## src/rtl/brbf_pkg.sv

```systemverilog
// Types and constants shared by the byte ring buffer FIFO modules.
package brbf_pkg;

   // field widths
   localparam int CFG_W     = 4;
   localparam int BYTE_W    = 8;
   localparam int REQ_W     = 7;
   localparam int CMD_W     = 2;
   localparam int FILL_W    = 11;
   localparam int SAT_W     = 5;

   localparam logic [CFG_W-1:0] CAP_LOG2_RESET = 4'd10;

   // stream packing
   localparam int REQ_TDATA_W   = 16;
   localparam int REQ_COUNT_LSB = 8;
   localparam int RSP_TDATA_W   = 40;
   localparam int RSP_PUT_BIT   = 8;
   localparam int RSP_FILL_LSB  = 9;
   localparam int RSP_SPACE_LSB = 20;
   localparam int RSP_EMPTY_BIT = 31;
   localparam int RSP_FULL_BIT  = 32;
   localparam int RSP_PAD_W     = 7;

   typedef enum logic [CMD_W-1:0] {
      CMD_PUT    = 2'd0,
      CMD_GET    = 2'd1,
      CMD_CLEAR  = 2'd2,
      CMD_STATUS = 2'd3
   } cmd_type;

   typedef enum logic [1:0] {
      ST_IDLE  = 2'b01,
      ST_BURST = 2'b10
   } state_type;

   // controller to datapath
   typedef struct packed {
      logic put_en;
      logic clear_en;
      logic get_start;
      logic rd_step;
      logic load_status;
      logic load_byte;
   } dp_cmd_type;

   // datapath to controller
   typedef struct packed {
      logic out_free;
      logic get_none;
      logic rem_zero;
   } dp_stat_type;

endpackage

```

## src/rtl/brbf_ctrl.sv

```systemverilog
// Controller state machine for the byte ring buffer FIFO.
module brbf_ctrl import brbf_pkg::*; (
   input  logic        clock,
   input  logic        reset,
   input  logic        req_valid,
   input  cmd_type     command,
   output logic        req_ready,
   input  dp_stat_type stat,
   output dp_cmd_type  cmd
);

   state_type state_ff, state_in;

   // decode commands and sequence get bursts
   always_comb begin
      state_in  = state_ff;
      req_ready = 1'b0;
      cmd       = '0;
      unique case (state_ff)
         ST_IDLE: begin
            req_ready = stat.out_free;
            if (req_valid && stat.out_free) begin
               unique case (command)
                  CMD_PUT: begin
                     cmd.put_en      = 1'b1;
                     cmd.load_status = 1'b1;
                  end
                  CMD_GET: begin
                     if (stat.get_none) begin
                        cmd.load_status = 1'b1;
                     end else begin
                        cmd.get_start = 1'b1;
                        state_in      = ST_BURST;
                     end
                  end
                  CMD_CLEAR: begin
                     cmd.clear_en    = 1'b1;
                     cmd.load_status = 1'b1;
                  end
                  CMD_STATUS: begin
                     cmd.load_status = 1'b1;
                  end
                  default: begin
                     cmd.load_status = 1'b1;
                  end
               endcase
            end
         end
         ST_BURST: begin
            // hand the fetched byte on and, while bytes remain, fetch the next one
            if (stat.out_free) begin
               cmd.load_byte = 1'b1;
               if (stat.rem_zero) begin
                  state_in = ST_IDLE;
               end else begin
                  cmd.rd_step = 1'b1;
               end
            end
         end
         default: begin
            state_in = ST_IDLE;
         end
      endcase
   end

   always_ff @(posedge clock) begin
      if (reset) begin
         state_ff <= ST_IDLE;
      end else begin
         state_ff <= state_in;
      end
   end

endmodule

```

## config.mk

```make
export PLATFORM = sky130hd
export DESIGN_NAME = brbf_ctrl
export DESIGN_NICKNAME = d
export VERILOG_FILES = /design/src/rtl/brbf_pkg.sv /design/src/rtl/brbf_ctrl.sv
export SDC_FILE = /design/constraint.sdc
export NUM_CORES = 1
export LEC_CHECK = 0
export BUFFER_PORTS_ARGS = -buffer_cell sky130_fd_sc_hd__buf_2
export CAP_MARGIN = 20
export CORE_AREA = 4 4 41 43
export DETAILED_ROUTE_END_ITERATION = 8
export DIE_AREA = 0 0 45 47
export PLACE_DENSITY_LB_ADDON = 0.08
export SETUP_SLACK_MARGIN = 0.1
export SKIP_CTS_REPAIR_TIMING = 1
export SYNTH_ARGS = -nofsm -noshare
export SYNTH_HDL_FRONTEND = slang
export SYNTH_SLANG_ARGS = --single-unit
```

## constraint.sdc

```tcl
create_clock -name clock -period 1.65 [get_ports clock]
set_clock_uncertainty 0.2 [all_clocks]
set_input_delay 0.33 -clock clock [delete_from_list [all_inputs] [get_ports clock]]
set_output_delay 0.33 -clock clock [all_outputs]
set_load 0.05 [all_outputs]
```

# Word-level counts from Yosys, hierarchy flattened
# Index checks and enable logic that the tools add are counted.
word_totals:
  reg_bits: 2
  out_inout_bits: 7
  elab_cells: 37
op_classes:
  eq_ne: 10
  muxes: 22
  reduce_logical: 4
op_table:
  columns: ["op", "count"]
  rows:
  - ["$mux 1", 13]
  - ["$mux 2", 5]
  - ["$ne 2x2->1 const B", 4]
  - ["$eq 2x2->1 const B", 3]
  - ["$mux 3", 2]
  - ["$reduce_and 5->1", 1]
  - ["$eq 2x1->1 const B", 2]
  - ["$pmux 2 s2", 1]
  - ["$reduce_or 3->1", 1]
  - ["$logic_not 2->1", 1]
  - ["$ne 2x1->1 const B", 1]
  - ["$pmux 1 s2", 1]
  - ["$logic_and 1x1->1", 1]

# Logic depth before layout (Yosys ltp)
logic_depth:
  word_depth: 5
  mapped_depth: 3

# Worst setup path before layout
# OpenSTA, ideal clock, no wires.
synth_path:
  kind: "reg-to-output"
  start: "register state_ff[1]"
  end: "output port cmd[5] (netlist bit)"
  arrival_ns: 1.902
  required_ns: 1.120
  path_slack_ns: -0.782
  path_stages_with_launch: 4
  path_buffers: 0
  path_cell_list: "dfxtp_1 and3b_2 nand2_1 nor3_1"
synth_lines:
  columns: ["element", "line", "source"]
  rows:
  - ["start, declared", "brbf_ctrl.sv:12", "state_type state_ff, state_in;"]
  - ["start signal, assigned", "brbf_ctrl.sv:70", "state_ff <= state_in;"]
  - ["end, declared", "brbf_ctrl.sv:9", "output dp_cmd_type cmd"]

==> flow_summary_export.csv <==
group,metric,value,unit
layout,multi_input_comb_area,135.1,sq um
place,routabilityCongestion,0.6176,
layout,fin_area,350.3,sq um
critical_path,endpoint_kind,"primary output",
routing,ant_nets,0,
timing,period_share,109.1,%
global_route,grt_pass1_wl,696,um
hold_path,min_path_cells,2,
floorplanning,num_rows,13,
clock_network,cts.sinks,2,
layout,fin_util,26.92,%
logic_synthesis,ys_ff_latch,2,
routing,drc_errors,0,
layout,syn_to_final_growth,159.3,%
global_route,grt-busiest-layer,"met4",
routing,wl_per_cell,8.961,um
timing,slew_headroom,83.47,%
global_route,antenna_found_initial,0,
critical_path,rr_endpoint,"state_ff[0]",
timing,max_freq,555.5,MHz
critical_path,critical_path_class,"reg2out",
floorplanning,pin_count,15,
layout,top_register,"state_ff",
floorplanning,core_area,0.001301,sq mm
layout,insertedDiodeCount,0,
clock_network,cts_tree,"built",
routing,firstDrtPassIters,2,
place,io_buffers,14,
clock_network,cts_made_buffers,3,
logic_synthesis,synthCells,17,
timing,period_needed,1.800,ns
global_route,overflow,0,
layout,seqCellArea,40.04,sq um
timing,setup_violations,4,
clock_network,htreeDepth,1,
layout,nets,46,
layout,largestRegisters,"state_ff: 2 flops",
power_and_ir_drop,powerDensity,620.6,mW/mm^2
floorplanning,die_w,45,um
place,hpwlAfterDp,389.8,um
logic_synthesis,yosys_warnings,0,
global_route,grt_pass1_vias,182,
timing,grt_setup_unrepaired,"true",
status,violations,"negative setup slack",
logic_synthesis,syn_area,135.1,sq um
layout,drive_gt1_share,80.56,%
global_route,gr-usage-met1,3.855,%
layout,final_cell_mix,"8 x buf_2, 5 x buf_6, 3 x clkbuf_4",
floorplanning,initial_utilization,10.38,%
hold_path,worstHoldStart,"reset",
critical_path,arrival,1.27,ns
place,pre_cts_slack,-0.05836,ns
logic_synthesis,synth_area_per_cell,7.949,sq um
critical_path,rr_worst_depth,4,
timing,hold_viol,0,
timing,worstMarginPinSlew,0.2497,ns
status,status,"complete, but fails checks",
floorplanning,die-area,0.002115,sq mm
timing,report.final.slew_viol_count,0,
routing,viasPerCell,3.627,
critical_path,critPathMaxFanout,3,
layout,fillers,140,
logic_synthesis,synth.distinct_cells,12,
critical_path,r2r-start,"state_ff[1]",
layout,layout_commonest_cell,"buf_2",
power_and_ir_drop,ir_worst_vdd,0.1961,mV
global_route,grt_use_total,5.209,%
routing,drtIter0Drc,3,
critical_path,cp-start-kind,"register",
place,dpl_cell_area,286.5,sq um
hold_path,hp-class,"in2reg",
clock_network,clockBufferDepth,2,
power_and_ir_drop,p_leak,0.1559,nW
critical_path,r2r_setup_slack,0.28,ns
global_route,grt_max_degree,5,
floorplanning,die_h,47,um
clock_network,insertion_delay,0.22,ns
clock_network,clk_pin_slew_worst_paths,0.03,ns
global_route,grtUsageMet2,8.757,%
clock_network,root_buffer,"clkbuf_4",
routing,routed_wl,457,um
layout,largest_reg_flops,2,
hold_path,min_to,"state_ff[1]",
global_route,met3_usage,1.149,%
timing,setup_ws,-0.1502,ns
logic_synthesis,syn-num-nets,25,
routing,num_vias,185,
flow_run,cap_violations,0,
critical_path,crit_required,1.12,ns
logic_synthesis,ys_seq_area_share,29.63,%
[layout make-up]
cell class | count | area share [%]
clock buffers | 3 | 6.429
inverters | 1 | 2.143
multi-input cells | 14 | 38.57
flip-flops and latches | 2 | 11.43
well taps | 15 | 5.357
repair buffers | 16 | 36.07
[cell families (layout without fill, tap and decap cells)]
logic type	count (synthesis)	in the layout	synth area share [%]
simple gates	11	11	54.62
compound gates	3	3	12.97
flops	2	2	29.63
buf+inv	1	20	2.775
[synth_stat cells]
cell     n  area (sq um)
nor3b_2  1         12.51
and3b_2  1         10.01
nor2b_1  2         12.51
nand2_1  3         11.26
a21o_1   1         7.510
inv_1    1         3.750
and2_1   1         6.260
nor2_1   1         3.750
dfxtp_1  2         40.04
a21oi_1  2         10.01
nand4_2  1         12.51
nor3_1   1         5.000
[routing by layer]
metal / vias to the layer above / routed length [um] / part of all wire (%)
li1: 96 / - / -
met1: 80 / 135 / 30
met2: 7 / 276 / 60
met3: 2 / 29 / 6.3
met4: 0 / 15 / 3.3
met5: - / 0 / 0
[where the power goes]
| group | internal (mW) | switching [mW] | total [mW] | leakage (nW) |
|---|---|---|---|---|
| Sequential | 0.0492 | 0.000230 | 0.0495 | 0.0162 |
| Clock | 0.0804 | 0.0294 | 0.110 | 0.0138 |
| Combinational | 0.0223 | 0.0359 | 0.0582 | 0.126 |
[worst max path at each step]
stage / from / to / slack, ns / cells after the start
2_1_floorplan: state_ff[1] / cmd[4] / -0.18 / 3
5_1_grt: state_ff[1] / cmd[4] / -0.22 / 4
6_report: state_ff[1] / cmd[4] / -0.15 / 4
4_1_cts: state_ff[1] / cmd[4] / -0.25 / 4
3_3_place_gp: stat[2] / cmd[4] / -0.04 / 5
3_5_place_dp: stat[2] / cmd[4] / -0.06 / 5
[worst max-delay path: stages (launching register included)]
cell and delay, ns:
dfxtp_1 0.29, and3b_4 0.32, nand2_4 0.08, nor3b_4 0.18
buf_6 0.18
[per-stage QoR]
| stage | instances | hold WS [ns] | total power, mW | TNS, ns |
|---|---|---|---|---|
| 3_3_place_gp | 48 | 0.3003 | 0.1034 | -0.06242 |
| 2_1_floorplan | 17 | 0.1991 | 0.08143 | -0.4344 |
| 6_report | 51 | 0.07131 | 0.2174 | -0.4389 |
| 5_1_grt | 51 | 0.07960 | 0.2299 | -0.7849 |
| 3_5_place_dp | 48 | 0.3036 | 0.1043 | -0.1011 |
| 4_1_cts | 51 | 0.06170 | 0.2222 | -0.9421 |
(Power assumes the default switching activity.)
